<file path="config.mk">
export PLATFORM = sky130hd
export DESIGN_NAME = gblur_out_fifo
export DESIGN_NICKNAME = d
export VERILOG_FILES = /design/src/rtl/core/gblur_pkg.sv /design/src/rtl/core/gblur_out_fifo.sv
export SDC_FILE = /design/constraint.sdc
export NUM_CORES = 1
export LEC_CHECK = 0
export ABC_AREA = 1
export BUFFER_PORTS_ARGS = -buffer_cell sky130_fd_sc_hd__clkbuf_2
export CAP_MARGIN = 10
export CORE_ASPECT_RATIO = 1.5
export CORE_MARGIN = 2
export CORE_UTILIZATION = 30
export DETAILED_ROUTE_END_ITERATION = 10
export GPL_TIMING_DRIVEN = 1
export PLACE_DENSITY = 0.52
export SLEW_MARGIN = 10
export SYNTH_ARGS = -nofsm -noshare
export SYNTH_HDL_FRONTEND = slang
export SYNTH_SLANG_ARGS = --single-unit
</file>
<file path="constraint.sdc">
create_clock -name i_clk -period 6.5 [get_ports i_clk]
set_clock_uncertainty 0.2 [all_clocks]
set_input_delay 0.65 -clock i_clk [delete_from_list [all_inputs] [get_ports i_clk]]
set_output_delay 0.65 -clock i_clk [all_outputs]
set_load 0.05 [all_outputs]
</file>
<file path="src/rtl/core/gblur_pkg.sv">
// ----------------------------------------------------------------------------
// gblur_pkg
// Shared widths, codes, types and arithmetic of the 3x3 binomial blur.
// ----------------------------------------------------------------------------
`default_nettype none

package gblur_pkg;

    localparam int unsigned PIX_W = 8;
    localparam int unsigned FW_W  = 9;
    localparam int unsigned FH_W  = 10;
    localparam int unsigned VS_W  = 10;
    localparam int unsigned SUM_W = 12;

    localparam int unsigned MAX_WIDTH_DEF = 256;

    localparam int unsigned CFG_AW = 1;
    localparam int unsigned CFG_DW = 10;

    localparam logic [CFG_AW-1:0] REG_FRAME_WIDTH  = 1'd0;
    localparam logic [CFG_AW-1:0] REG_FRAME_HEIGHT = 1'd1;

    localparam logic [FW_W-1:0] FRAME_WIDTH_RST  = 9'd160;
    localparam logic [FH_W-1:0] FRAME_HEIGHT_RST = 10'd31;

    localparam logic MODE_PIXEL = 1'b0;
    localparam logic MODE_FLUSH = 1'b1;

    localparam int unsigned Q_AW    = 3;
    localparam int unsigned Q_DEPTH = 1 << Q_AW;
    localparam int unsigned Q_CW    = Q_AW + 1;

    typedef struct packed {
        logic vld_pix;
        logic vld_fl;
        logic col0;
        logic out_mid;
        logic out_last;
        logic top_sel;
        logic x0;
        logic fend;
    } t_s1_ctrl;

    typedef struct packed {
        logic             last;
        logic [PIX_W-1:0] blurred;
    } t_q_entry;

    function automatic logic [VS_W-1:0] f_col_sum(
        input logic [PIX_W-1:0] top,
        input logic [PIX_W-1:0] mid,
        input logic [PIX_W-1:0] bot
    );
        return VS_W'(top) + (VS_W'(mid) << 1) + VS_W'(bot);
    endfunction

    function automatic logic [PIX_W-1:0] f_blur(
        input logic [VS_W-1:0] lft,
        input logic [VS_W-1:0] ctr,
        input logic [VS_W-1:0] rgt
    );
        logic [SUM_W-1:0] s;
        s = SUM_W'(lft) + (SUM_W'(ctr) << 1) + SUM_W'(rgt);
        return s[SUM_W-1:4];
    endfunction

endpackage

`default_nettype wire

</file>
<file path="src/rtl/core/gblur_out_fifo.sv">
// ----------------------------------------------------------------------------
// gblur_out_fifo
// Result queue: up to two pushes per cycle, one pop, input credit check.
// ----------------------------------------------------------------------------
`default_nettype none

module gblur_out_fifo import gblur_pkg::*; (
    input  wire logic             i_clk,
    input  wire logic             i_rst_n,
    input  wire logic [1:0]       i_push_n,
    input  wire t_q_entry         i_push0,
    input  wire t_q_entry         i_push1,
    output logic                  o_ready,
    output logic                  o_m_tvalid,
    input  wire logic             i_m_tready,
    output logic      [PIX_W-1:0] o_m_tdata,
    output logic                  o_m_tlast
);

    t_q_entry        r_q [Q_DEPTH];
    logic [Q_AW-1:0] r_wp;
    logic [Q_AW-1:0] r_rp;
    logic [Q_CW-1:0] r_cnt;

    logic            pop;
    logic [Q_AW-1:0] wp1;
    t_q_entry        head;

    assign head       = r_q[r_rp];
    assign o_m_tvalid = (r_cnt != '0);
    assign o_m_tdata  = head.blurred;
    assign o_m_tlast  = head.last;
    assign pop        = o_m_tvalid & i_m_tready;
    assign wp1        = r_wp + Q_AW'(1);

    // leave room for the results of one more item in flight
    assign o_ready = ((Q_CW + 1)'(r_cnt) + (Q_CW + 1)'(i_push_n))
                     <= (Q_CW + 1)'(Q_DEPTH - 2);

    always_ff @(posedge i_clk) begin
        if (!i_rst_n) begin
            r_wp  <= '0;
            r_rp  <= '0;
            r_cnt <= '0;
        end else begin
            r_wp  <= r_wp + Q_AW'(i_push_n);
            r_rp  <= r_rp + Q_AW'(pop);
            r_cnt <= r_cnt + Q_CW'(i_push_n) - Q_CW'(pop);
        end
    end

    always_ff @(posedge i_clk) begin
        if (i_push_n != 2'd0) begin
            r_q[r_wp] <= i_push0;
        end
        if (i_push_n == 2'd2) begin
            r_q[wp1] <= i_push1;
        end
    end

endmodule

`default_nettype wire

</file>
# Word level (Yosys, flattened, before mapping)
# Memory sizes are Yosys's and may differ from the RTL's. A register that Yosys moved wholly into a read port is not among the register bits.
# Cells that the tools add are included.
# word_totals
out_inout_bits	11
input_bits	23
mem_count	1
mem_bits_rw	72
ff_bits	10
# classes
order_cmp	1
addsub	6
eq_ne	1
bitwise	1
n_mux	5
reduce_logical	2
# mem_list
memory	depth	word_bits	rd	rd_clocked_by_memory_dff	wr	line_no	rtl
r_q	8	9	1	1	2	gblur_out_fifo.sv:20	t_q_entry r_q [Q_DEPTH];
# ops
operator	count
$add A4 B2 Y5	1
$le A5 B3 Y1 const B	1
$add A4 B2 Y4	1
$mux W1	4
$reduce_bool A4 Y1	1
$sub A4 B1 Y4	1
$add A3 B1 Y3	1
$add A3 B1 Y3 const B	1
$add A3 B2 Y3	1
$mux W3	1
$eq A2 B2 Y1 const B	1
$reduce_bool A2 Y1	1
$and A1 B1 Y1	1

# Longest topological paths before layout
# logic_depth
word_depth	4
depth_mapped	10
depth_no_buf	10

# Worst setup path after synthesis
# No wires, ideal clock.
# synth_path
kind	input to output
start	in i_push_n[0]
end	out o_ready
required_ns	5.650
arrival_time_ns	2.106
n_path_buf	0
setup_slack_ns	3.544
path_stages	5
cell_sequence	ha_1 -> fa_1 -> nor2_1 -> o21ai_0 -> nor2_1
# synth_between
elab_chain_len	2
# synth_lines
item	line_no	rtl
from (decl)	gblur_out_fifo.sv:10	input wire logic [1:0] i_push_n,
$add A4 B2 Y5	gblur_out_fifo.sv:37	assign o_ready = ((Q_CW + 1)'(r_cnt) + (Q_CW + 1)'(i_push_n))
$le A5 B3 Y1	gblur_out_fifo.sv:38	<= (Q_CW + 1)'(Q_DEPTH - 2);
to (decl)	gblur_out_fifo.sv:13	output logic o_ready,
# Every way passes these cells.

==> metrics.csv <==
metric,value,unit
hold crit path type,reg2reg,
fin crit period,3.062,ns
DRC,0,
crit-path leading delay family,buffers and inverters,
ANT cells,0,
die footprint,18530,µm²
Slew HR,20.88,%
total CTS buffers,9,
CP Buf/Inv Count,3,
vias,4293,
Yosys cell types,23,
syn_area_per_cell,7.626,µm²
fmax,326.6,MHz
crit end category,flip-flop,
PortBufs,33,
CTS tree,built,
first-pass GRT wire length,23.36,mm
GP Congestion,0.8199,
synthesized area,5231,µm²
worst-case reg-to-reg path depth,6,
Hold Path Stages,3,
Synth area leader,edfxtp_1,
Die Height,165.7,µm
unrepaired setup endpoints after global routing,no,
Initial Util,30.41,%
initial antenna violation count,0,
sequential area share after synthesis,45.16,%
largest net degree at the start of global routing,42,
H-Tree Depth,3,
vias in the first global route,4108,
number of standard cells after synthesis,686,
Leakage,2.749,nW
GR Util All Layers,16.61,%
Critical Path Start Type,flip-flop,
router iterations before antenna repair,4,
Antenna Violating Nets Remaining,0,
TNS Setup,0,ns
crit path DAT,2.80,ns
Clock Root Buffer,clkbuf_16,
worst path required time,6.23,ns
Critical Path Fanout Max,41,
top post-synthesis cells by area,"edfxtp_1 (41%), nand2_1 (20%), nand4_1 (8.6%)",
Worst Tran Pin Value,1.174,ns
Final Cycle Share,47.10,%
"flops & latches, synth",82,
layout cells sized above 1,10.76,%
# IOs,34,
number of setup buffers added after CTS,0,
Mapped Nets,723,
Routed WL,15.04,mm
Die Wd,111.8,µm
synth warn,0,
Worst-Skew Late Latency,0.34,ns
post-CTS sizing,0,
"Remaining Overflow, GRT",0,
DP HPWL,11.49,mm
Final Hold Viols,0,
Total Power,1.786,mW
status,finished clean,
cell at the slowest stage of the critical path,o21ai_0,
clock-pin slew on the worst setup and hold paths,0.06,ns
CP most frequent cell,buf_4,
worst vdd ir,0.1782,mV
core area,17200,µm²
stages on the worst setup path,6,
fin nets,720,
row count,59,
Setup Crit Path Kind,reg2reg,
Final Setup Violations,0,
Yosys top cell area share,41.33,%
DRT iter0 DRCs,444,
Max-cap violations,0,
Slew Limit Fails,0,
clk sinks,82,
synthesis-to-finish area growth,9.543,%
worst stage delay on the critical path,0.44,ns
Post-CTS Hold Buffers,0,
DR vias/cell,4.765,
pwr dens,311.6,nW/µm²
drt wl/cell,16.69,µm
CP Cell Sequence,ha_1 -> buf_4 -> clkinv_1 -> buf_4 -> nand3_4 -> o21ai_0,
CTS max path bufs,2,
-- worst reg2reg max path: cells and delay by family (launching register included) --
family,cells,cell delay (ns)
flip-flops,1,0.38
adder cells (fa/ha/maj),1,0.30
buffers and inverters,3,1.17
AO/OA/AOI/OAI,1,0.44
AND/OR/NAND/NOR,1,0.16
-- cell usage in the layout (no fill, tap or decap), drive strengths merged --
| cell type | Yosys | layout |
|---|---|---|
| nand3 | 53 | 53 |
| fa | 3 | 3 |
| o21ai | 10 | 10 |
| a21oi | 3 | 3 |
| clkbuf | 8 | 42 |
| clkinvlp | 0 | 3 |
| edfxtp | 72 | 72 |
| nor2 | 11 | 11 |
| xnor2 | 1 | 1 |
| clkinv | 2 | 4 |
| nand2 | 286 | 286 |
| inv | 96 | 98 |
| buf | 46 | 7 |
| dfxtp | 10 | 10 |
| xor2 | 2 | 2 |
| nand4 | 72 | 72 |
| ha | 11 | 11 |
-- path summary, 6_finish.rpt --
kind           start         to  slack [ns]
max reg2reg  r_wp[0]  r_q[4][3]        3.44
min reg2reg  r_rp[1]    r_rp[1]        0.37
max          r_wp[0]  r_q[4][3]        3.44
min          r_rp[1]    r_rp[1]        0.37
-- per-stage QoR --
step           worst slack [ns]  hold WS [ns]  cell area, µm²  cells  utilization, %
2_1_floorplan             3.544        0.3301            5231    686               -
3_3_place_gp              3.506        0.3563            5446    884           31.67
3_5_place_dp              3.423        0.3556            5446    884           31.67
4_1_cts                   3.392        0.3716            5725    900           33.29
5_1_grt                   3.281        0.4056            5731    901           33.32
6_report                  3.438        0.3711            5731    901           33.32
-- cells by family (layout without fill, tap and decap cells) --
kind of cell / after synthesis / count (layout) / share of synthesized area, %
and+or+nand+nor: 422 / 422 / 37.10
buffers and inverters: 152 / 154 / 12.22
AOI/OAI and AO/OA: 13 / 13 / 1.244
DFF: 82 / 82 / 45.16
xor gates and xnor gates: 3 / 3 / 0.5024
adders and majority gates: 14 / 14 / 3.779
-- registers in the layout (all words and copies together) (netlist names) --
signal  cells
r_q        72
r_wp        3
r_rp        3
r_cnt       4
-- layer usage --
metal | track usage (%) | part of all wire, % | routed length (µm) | vias to the layer above
met4 | 8.749 | 4.9 | 737 | 0
met5 | 0 | 0 | 0 | -
li1 | - | - | - | 2213
met2 | 29.57 | 50 | 7595 | 129
met1 | 18.79 | 40 | 6035 | 1905
met3 | 2.847 | 4.5 | 673 | 46
-- final cells by class --
class / count / area (µm²)
flip-flops and latches: 82 / 2362
clock inverters: 7 / 53.80
fillers: 1832 / 11470
clock buffers: 9 / 225.2
repair buffers: 40 / 215.2
well taps: 213 / 266.5
inverters: 98 / 367.9
multi-input cells: 452 / 2240
-- report_power, final --
| part | switching (mW) | internal (mW) | leakage [nW] | total (mW) |
|---|---|---|---|---|
| logic | 0.492 | 0.155 | 1.88 | 0.647 |
| clock network | 0.212 | 0.261 | 0.128 | 0.473 |
| registers | 0.0276 | 0.638 | 0.744 | 0.666 |
-- synth_stat cells --
library cell  number
o21ai_0           10
edfxtp_1          72
dfxtp_1           10
clkinv_1           2
inv_1             90
fa_1               3
buf_1              9
nand3_4            8
buf_2             31
nand2_2            2
clkbuf_1           8
buf_6              2
a21oi_1            3
nand3_1           45
nor2_2             2
nand2_1          284
buf_4              4
nor2_1             9
xnor2_1            1
ha_1              11
xor2_1             2
inv_2              6
nand4_1           72
No activity file was read; power rests on OpenSTA's default activity.
