**config.mk**
```make
export PLATFORM = sky130hd
export DESIGN_NAME = gblur_seq
export DESIGN_NICKNAME = d
export VERILOG_FILES = /design/src/rtl/core/gblur_pkg.sv /design/src/rtl/core/gblur_seq.sv
export SDC_FILE = /design/constraint.sdc
export NUM_CORES = 1
export LEC_CHECK = 0
export ABC_AREA = 0
export BUFFER_PORTS_ARGS = -buffer_cell sky130_fd_sc_hd__buf_2
export CAP_MARGIN = 20
export CORE_ASPECT_RATIO = 1.75
export CORE_MARGIN = 4
export CORE_UTILIZATION = 45
export CTS_BUF_LIST = sky130_fd_sc_hd__clkbuf_8
export DETAILED_ROUTE_END_ITERATION = 7
export HOLD_SLACK_MARGIN = 0.1
export PLACE_DENSITY = 0.71
export SLEW_MARGIN = 20
export SYNTH_ARGS = -nofsm -noshare
export SYNTH_HDL_FRONTEND = slang
export SYNTH_SLANG_ARGS = --single-unit
```
**constraint.sdc**
```tcl
create_clock -name i_clk -period 3.85 [get_ports i_clk]
set_clock_uncertainty 0.1 [all_clocks]
set_input_delay 0.77 -clock i_clk [delete_from_list [all_inputs] [get_ports i_clk]]
set_output_delay 0.77 -clock i_clk [all_outputs]
set_load 0.05 [all_outputs]
```
**src/rtl/core/gblur_pkg.sv**
```systemverilog
// ----------------------------------------------------------------------------
// gblur_pkg
// Shared widths, codes, types and arithmetic of the 3x3 binomial blur.
// ----------------------------------------------------------------------------
`default_nettype none

package gblur_pkg;

    localparam int unsigned PIX_W = 8;
    localparam int unsigned FW_W  = 9;
    localparam int unsigned FH_W  = 10;
    localparam int unsigned VS_W  = 10;
    localparam int unsigned SUM_W = 12;

    localparam int unsigned MAX_WIDTH_DEF = 256;

    localparam int unsigned CFG_AW = 1;
    localparam int unsigned CFG_DW = 10;

    localparam logic [CFG_AW-1:0] REG_FRAME_WIDTH  = 1'd0;
    localparam logic [CFG_AW-1:0] REG_FRAME_HEIGHT = 1'd1;

    localparam logic [FW_W-1:0] FRAME_WIDTH_RST  = 9'd160;
    localparam logic [FH_W-1:0] FRAME_HEIGHT_RST = 10'd31;

    localparam logic MODE_PIXEL = 1'b0;
    localparam logic MODE_FLUSH = 1'b1;

    localparam int unsigned Q_AW    = 3;
    localparam int unsigned Q_DEPTH = 1 << Q_AW;
    localparam int unsigned Q_CW    = Q_AW + 1;

    typedef struct packed {
        logic vld_pix;
        logic vld_fl;
        logic col0;
        logic out_mid;
        logic out_last;
        logic top_sel;
        logic x0;
        logic fend;
    } t_s1_ctrl;

    typedef struct packed {
        logic             last;
        logic [PIX_W-1:0] blurred;
    } t_q_entry;

    function automatic logic [VS_W-1:0] f_col_sum(
        input logic [PIX_W-1:0] top,
        input logic [PIX_W-1:0] mid,
        input logic [PIX_W-1:0] bot
    );
        return VS_W'(top) + (VS_W'(mid) << 1) + VS_W'(bot);
    endfunction

    function automatic logic [PIX_W-1:0] f_blur(
        input logic [VS_W-1:0] lft,
        input logic [VS_W-1:0] ctr,
        input logic [VS_W-1:0] rgt
    );
        logic [SUM_W-1:0] s;
        s = SUM_W'(lft) + (SUM_W'(ctr) << 1) + SUM_W'(rgt);
        return s[SUM_W-1:4];
    endfunction

endpackage

`default_nettype wire

```
**src/rtl/core/gblur_seq.sv**
```systemverilog
// ----------------------------------------------------------------------------
// gblur_seq
// Configuration registers, column/row/flush counters, store addressing.
// ----------------------------------------------------------------------------
`default_nettype none

module gblur_seq import gblur_pkg::*; #(
    parameter int unsigned MAX_WIDTH = MAX_WIDTH_DEF,
    parameter int unsigned CW        = $clog2(MAX_WIDTH_DEF)
) (
    input  wire logic              i_clk,
    input  wire logic              i_rst_n,
    input  wire logic              i_cfg_we,
    input  wire logic [CFG_AW-1:0] i_cfg_addr,
    input  wire logic [CFG_DW-1:0] i_cfg_wdata,
    input  wire logic              i_s_tvalid,
    input  wire logic              i_s_tuser,
    input  wire logic [PIX_W-1:0]  i_s_tdata,
    input  wire logic              i_ready,
    output logic                   o_lp_we,
    output logic      [CW-1:0]     o_lp_waddr,
    output logic      [PIX_W-1:0]  o_lp_wdata,
    output logic      [CW-1:0]     o_raddr_a,
    output logic      [CW-1:0]     o_raddr_b,
    output t_s1_ctrl               o_s1,
    output logic      [CW-1:0]     o_s1_col,
    output logic      [PIX_W-1:0]  o_s1_pix
);

    localparam int unsigned LW = ((CW > FW_W) ? CW : FW_W) + 1;

    logic [FW_W-1:0]  r_fw;
    logic [FH_W-1:0]  r_fh;
    logic [CW-1:0]    r_col;
    logic [CW-1:0]    n_col;
    logic [CW-1:0]    r_flush;
    logic [CW-1:0]    n_flush;
    logic [FH_W-1:0]  r_row;
    logic [FH_W-1:0]  n_row;
    t_s1_ctrl         r_s1;
    t_s1_ctrl         n_s1;
    logic [CW-1:0]    r_s1_col;
    logic [PIX_W-1:0] r_s1_pix;

    logic [LW-1:0]   fw_ext;
    logic [LW-1:0]   wl_ext;
    logic [CW-1:0]   w_last;
    logic [FH_W-1:0] h_eff;
    logic            row_full;
    logic            xfer;
    logic            do_pix;
    logic            do_fl;
    logic            col_end;
    logic            fl_end;
    logic [CW-1:0]   flush_r;

    always_comb begin
        fw_ext = LW'(r_fw);
        if (r_fw == '0) begin
            wl_ext = '0;
        end else if (fw_ext > LW'(MAX_WIDTH)) begin
            wl_ext = LW'(MAX_WIDTH - 1);
        end else begin
            wl_ext = fw_ext - LW'(1);
        end
        w_last = wl_ext[CW-1:0];
    end

    assign h_eff    = (r_fh == '0) ? FH_W'(1) : r_fh;
    assign row_full = (r_row >= h_eff);
    assign col_end  = (r_col >= w_last);
    assign fl_end   = (r_flush >= w_last);
    assign flush_r  = fl_end ? r_flush : r_flush + CW'(1);

    assign xfer   = i_s_tvalid & i_ready;
    assign do_pix = xfer & ~row_full & (i_s_tuser == MODE_PIXEL);
    assign do_fl  = xfer & row_full & (i_s_tuser == MODE_FLUSH);

    assign o_raddr_a  = row_full ? r_flush : r_col;
    assign o_raddr_b  = flush_r;
    assign o_lp_we    = do_pix;
    assign o_lp_waddr = r_col;
    assign o_lp_wdata = i_s_tdata;

    always_comb begin
        n_col   = r_col;
        n_row   = r_row;
        n_flush = r_flush;
        if (do_pix) begin
            if (col_end) begin
                n_col   = '0;
                n_row   = r_row + FH_W'(1);
                n_flush = '0;
            end else begin
                n_col = r_col + CW'(1);
            end
        end else if (do_fl) begin
            if (fl_end) begin
                n_col   = '0;
                n_row   = '0;
                n_flush = '0;
            end else begin
                n_flush = r_flush + CW'(1);
            end
        end
    end

    always_comb begin
        n_s1.vld_pix  = do_pix;
        n_s1.vld_fl   = do_fl;
        n_s1.col0     = (r_col == '0);
        n_s1.out_mid  = (r_row >= FH_W'(1)) && (r_col != '0);
        n_s1.out_last = (r_row >= FH_W'(1)) && col_end;
        n_s1.top_sel  = (r_row >= FH_W'(2));
        n_s1.x0       = (r_flush == '0);
        n_s1.fend     = fl_end;
    end

    always_ff @(posedge i_clk) begin
        if (!i_rst_n) begin
            r_fw    <= FRAME_WIDTH_RST;
            r_fh    <= FRAME_HEIGHT_RST;
            r_col   <= '0;
            r_row   <= '0;
            r_flush <= '0;
            r_s1    <= '0;
        end else begin
            if (i_cfg_we) begin
                unique case (i_cfg_addr)
                    REG_FRAME_WIDTH:  r_fw <= i_cfg_wdata[FW_W-1:0];
                    REG_FRAME_HEIGHT: r_fh <= i_cfg_wdata[FH_W-1:0];
                endcase
            end
            r_col   <= n_col;
            r_row   <= n_row;
            r_flush <= n_flush;
            r_s1    <= n_s1;
        end
    end

    always_ff @(posedge i_clk) begin
        r_s1_col <= r_col;
        r_s1_pix <= i_s_tdata;
    end

    assign o_s1     = r_s1;
    assign o_s1_col = r_s1_col;
    assign o_s1_pix = r_s1_pix;

endmodule

`default_nettype wire

```
# After elaboration in Yosys (flattened, before gate mapping)

Cells that the tools add are included.
Widths: inputs -> output; s select.

Output and inout bits: 57
Register bits after elaboration: 69
Input port bits: 25
Word-level logic and storage cells: 65

Add/subtract/negate cells: 4
Reductions and logical operators: 14
Order comparisons: 6
Bitwise operators: 8
Multiplexer cells: 17
Equality and inequality tests: 1

Operator list:

| operator              | count |
|---|---|
| $mux 8                | 12 |
| $mux 10               | 5 |
| $add 8x1->8 const B   | 2 |
| $ge 8x8->1            | 2 |
| $logic_not 8->1       | 2 |
| $add 10x1->10 const B | 1 |
| $ge 10x1->1 const B   | 1 |
| $ge 10x10->1          | 1 |
| $ge 10x2->1 const B   | 1 |
| $logic_not 10->1      | 1 |
| $gt 9x9->1 const B    | 1 |
| $logic_not 9->1       | 1 |
| $reduce_and 2->1      | 4 |
| $reduce_bool 8->1     | 1 |
| $sub 8x1->8 const B   | 1 |
| $and 1x1->1           | 5 |
| $reduce_bool 2->1     | 2 |
| $not 1->1             | 3 |
| $reduce_and 3->1      | 1 |
| $logic_and 1x1->1     | 2 |
| $ne 2x1->1 const B    | 1 |

# Logic depth before layout (Yosys ltp)

Word-level depth: 8
Mapped depth: 14

# Worst setup path after synthesis

No wires, ideal clock.

Kind: reg2out
From: reg r_fw[2]
To: out o_raddr_b[6]
Arrival time: 3.965 ns
Cell stages (with the launch flop): 14
Slack: -0.985 ns
Path buffers: 2
Cells stage by stage: dfxtp_1 nor4_1 nand2b_1 or3b_2 clkbuf_1 nor2_1 a21oi_1 ha_1 nand2b_1 a2111o_1 a31oi_1 clkbuf_1 nand4_1 xnor2_1

Cells in the longest elaborated chain, start to end: 5
Elaborated cells between the ends (all ways): 7
Those cells by class: add/sub (1); order compare (2); mux (3); reduce/logical (1)

RTL lines:

| element                                          | RTL line                         | RTL |
|---|---|---|
| from (decl)                                      | gblur_seq.sv:32                  | `logic [FW_W-1:0] r_fw;` |
| from (signal assigned)                           | gblur_seq.sv:130                 | `REG_FRAME_WIDTH: r_fw <= i_cfg_wdata[FW_W-1:0];` |
| $sub 8x1->8 / $gt 9x9->1 (equally long branches) | gblur_seq.sv:64, gblur_seq.sv:61 |  |
| $mux 8                                           | gblur_seq.sv:61                  | `end else if (fw_ext > LW'(MAX_WIDTH)) begin` |
| $mux 8 (*)                                       | gblur_seq.sv:59                  | `if (r_fw == '0) begin` |
| $ge 8x8->1 (*)                                   | gblur_seq.sv:72                  | `assign fl_end = (r_flush >= w_last);` |
| $mux 8 (*)                                       | gblur_seq.sv:73                  | `assign flush_r = fl_end ? r_flush : r_flush + CW'(1);` |
| to (decl)                                        | gblur_seq.sv:24                  | `output logic [CW-1:0] o_raddr_b,` |

Mark *: on every way between the ends. The rest lies on a longest branch, timed or not.

# Worst setup path after layout

From: reg r_fw[5]
To: out o_raddr_b[7]

Same word-level chain as after synthesis.

==> out/qor.csv <==
metric,value,unit
status,finished with violations,
failing checks,negative setup slack,
synth warn,0,
hold path startpoint,o_lp_waddr[0],
antenna cell count,0,
worst hold path class,reg -> reg,
setup TNS,-3.19,ns
relative slew slack,57.8,%
initial antenna violation count,0,
Syn-to-layout area delta,31.3,%
CTS tree,built,
Mapped Area,3800,sq um
starting DRC count in detailed routing,176,
critical path type,reg -> out,
PwrDens,319,nW/um^2
Clock Pin Slew Worst Setup and Hold Paths,0.08,ns
layout cell share with drive strength beyond 1,31.6,%
sequential power share,46.7,%
RSZ-0062 raised after global routing,true,
flop2flop setup slack,0.25,ns
vias in the first global route,3597,
Seq cells post-synth,69,
# rows,44,
CP required,2.98,ns
Worst Path Max Fanout,5,
CTS buffer count,9,
Max VDD drop,0.000223,V
Final Hold Fails,0,
Via density,5.59,
total congestion overflow,0,
Slew Limit Fails,0,
final setup violation count,8,
Setup crit end kind,output pin,
Hold Path Cell Cnt,0,
Synth Flop Type,dfxtp_1,
vias,3612,
clock sink count,69,
CTS Root Cell,clkbuf_8,
clock latency on the worst-skew pair,0.36,ns
H-tree levels,3,
fmax,232,MHz
I/O pins,82,
GP Congestion,0.889,
die height,130,um
drt total wl,10.1,mm
Hold Path Sink,o_s1_col[0],
die width,77.5,um
final design utilization,60.4,%
"Seq/Total Area, Yosys",36.3,%
Worst-Margin Slew,0.633,ns
Syn Inst Count,449,
CTS max path bufs,2,
Post-synth EDFFs,0,
FF-to-FF End,r_flush[5],
Internal Pwr Total,0.00113,W
largest net degree at the start of global routing,35,
top-area cell type share of the netlist area,36.3,%
global-route wire length before repair,16.5,mm
Reg2Reg Depth,13,
Worst setup SP type,flop,
ys async rst share,0,%
Comb pwr share,14.8,%
setup ws final,-0.454,ns
First-pass DRT Iterations,4,
leading area contributor after synthesis,dfxtp_1,
WL/cell,15.6,um
port bufs,81,
Psw,0.000465,W
Final nets,610,
minimum clock period,4.30,ns
DRC,0,
Synth cell types,53,
Min Hold Slack,0.310,ns
hold_buf cts,0,
core region area,8260,sq um
max-cap violations,0,
Clk pwr share,38.5,%
full die area,10000,sq um
hpwl dp,7.69,mm
syn nets,510,
Initial Utilization,46.0,%
WP data arrival,3.43,ns
fill cell count,724,
top cells by area in the synthesized netlist,"dfxtp_1 (36%), ha_1 (12%), nand2_1 (5.9%)",
RR Startpoint,r_fw[5],
"antenna viol nets, final",0,
switch share,29.2,%
GRT Util Overall,20.9,%
syn_area_per_cell,8.47,sq um
period utilization,112,%
static leakage,2.25,nW
## synthesized netlist by cell type (3+ instances only)
| library cell | number |
|---|---|
| nor2b_1 | 3 |
| a211o_1 | 6 |
| nor4_1 | 9 |
| dfxtp_1 | 69 |
| ha_1 | 36 |
| a21oi_1 | 22 |
| inv_1 | 34 |
| o21a_1 | 4 |
| and3_1 | 5 |
| o21ai_1 | 3 |
| nand2b_1 | 9 |
| mux2_2 | 6 |
| nand3b_1 | 4 |
| nor3_1 | 9 |
| a211oi_1 | 5 |
| and2_1 | 4 |
| nand2_1 | 60 |
| o22ai_1 | 4 |
| nand4_1 | 10 |
| xnor2_1 | 12 |
| clkbuf_1 | 18 |
| nor3b_1 | 5 |
| nor2_1 | 26 |
| o2111ai_1 | 6 |
| buf_4 | 9 |
| o21ai_0 | 13 |
| nand3_1 | 16 |
| o211ai_1 | 9 |
## layer usage
metal / GRT usage [%] / wire length (um) / up-vias
met4: 10.9 / 386 / 0
met3: 3.96 / 469 / 28
met5: 0 / 0 / -
met2: 40.7 / 5490 / 114
met1: 20.5 / 3750 / 1680
li1: - / - / 1790
## layout make-up
cell class	count	area [sq um]	share of cell area, %
Tap cell	92	115	2.31
Clock buffer	9	124	2.48
Timing Repair Buffer	117	769	15.4
Sequential cell	69	1390	27.8
Inverter	34	131	2.63
Clock inverter	7	81.3	1.63
Multi-Input combinational cell	318	2380	47.8
## cell families (layout without fill, tap and decap cells)
kind of cell | Yosys count | count (layout) | synth area share (%)
DFF | 69 | 69 | 36.3
and+or+nand+nor | 171 | 171 | 23.4
muxes | 8 | 8 | 2.30
adders and majority gates | 36 | 36 | 11.8
buffers and inverters | 62 | 167 | 7.01
xor gates and xnor gates | 14 | 14 | 3.22
AOI/OAI and AO/OA | 89 | 89 | 15.9
## power groups by stage
stage / Sequential [W] / Combinational (W) / Clock, W
after floorplan: 0.000785 / 0.000124 / 0
after global placement: 0.000758 / 0.000222 / 0
after detailed placement: 0.000758 / 0.000228 / 0
after CTS: 0.000742 / 0.000232 / 0.000636
after global routing: 0.000746 / 0.000258 / 0.000660
final: 0.000744 / 0.000236 / 0.000614
## through the flow
| stage | area, sq um | std cells | total power [W] | worst slack, ns |
|---|---|---|---|---|
| floorplan | 3960 | 449 | 0.000908 | -0.215 |
| global placement | 4550 | 623 | 0.000980 | -0.113 |
| detailed placement | 4550 | 623 | 0.000986 | -0.226 |
| CTS | 4910 | 644 | 0.00161 | -0.507 |
| global route | 4990 | 646 | 0.00166 | -0.590 |
| finish | 4990 | 646 | 0.00159 | -0.454 |
## cells in the final DEF (no fill, tap or decap), types with 5 or more instances in the layout
cell       synthesis  routed
o211ai_1           9       9
o21ai_0           13      10
inv_1             34      33
clkbuf_8           0       9
mux2_2             6       6
and3_1             5       5
nand2b_1           9       8
buf_4              9      36
a211o_1            6       6
nor4_1             9       7
ha_1              36      34
nand4_1           10      10
o2111ai_1          6       6
dfxtp_1           69      66
nor3b_1            5       5
xnor2_1           12       6
a211oi_1           5       5
a21oi_1           22      21
nand2_1           60      55
buf_6              0      11
nor3_1             9       9
nor2_1            26      24
nand3_1           16      16
buf_2              0      68
## worst max-delay path: stages (launching register included)
cell and delay (ns):
dfxtp_2 0.34, nor4_4 0.28, nand2b_1 0.11, or3b_4 0.44, o21ai_2 0.13, a21boi_4 0.21
ha_4 0.21, a2111o_1 0.45, a31oi_4 0.23, nand4_1 0.25, xnor2_4 0.24, buf_6 0.17
## sequential cells by signal, indices dropped and copies added, names as in the netlist
| signal | cells |
|---|---|
| o_lp_waddr | 8 |
| o_s1 | 8 |
| o_s1_col | 8 |
| o_s1_pix | 8 |
| r_fh | 10 |
| r_flush | 8 |
| r_fw | 9 |
| r_row | 10 |
## worst max-delay path by stage
stage,from,endpoint,slack [ns],depth (start not counted)
final,r_fw[5],o_raddr_b[7],-0.45,11
after global routing,r_fw[5],o_raddr_b[7],-0.59,12
after CTS,r_fw[2],o_raddr_b[7],-0.51,12
after detailed placement,r_fw[5],o_raddr_b[2],-0.23,13
after global placement,r_fw[5],o_raddr_b[2],-0.11,13
after floorplan,r_fw[5],o_raddr_b[6],-0.22,12
## repair_timing
action,CTS,global route
gates cloned,0,1
pin swaps,10,9
setup buffers,5,1
gates resized for setup,30,23
hold endpoints to repair,0,0
setup endpoints to repair,14,16
Note: power is estimated with default switching activity, not from simulation.
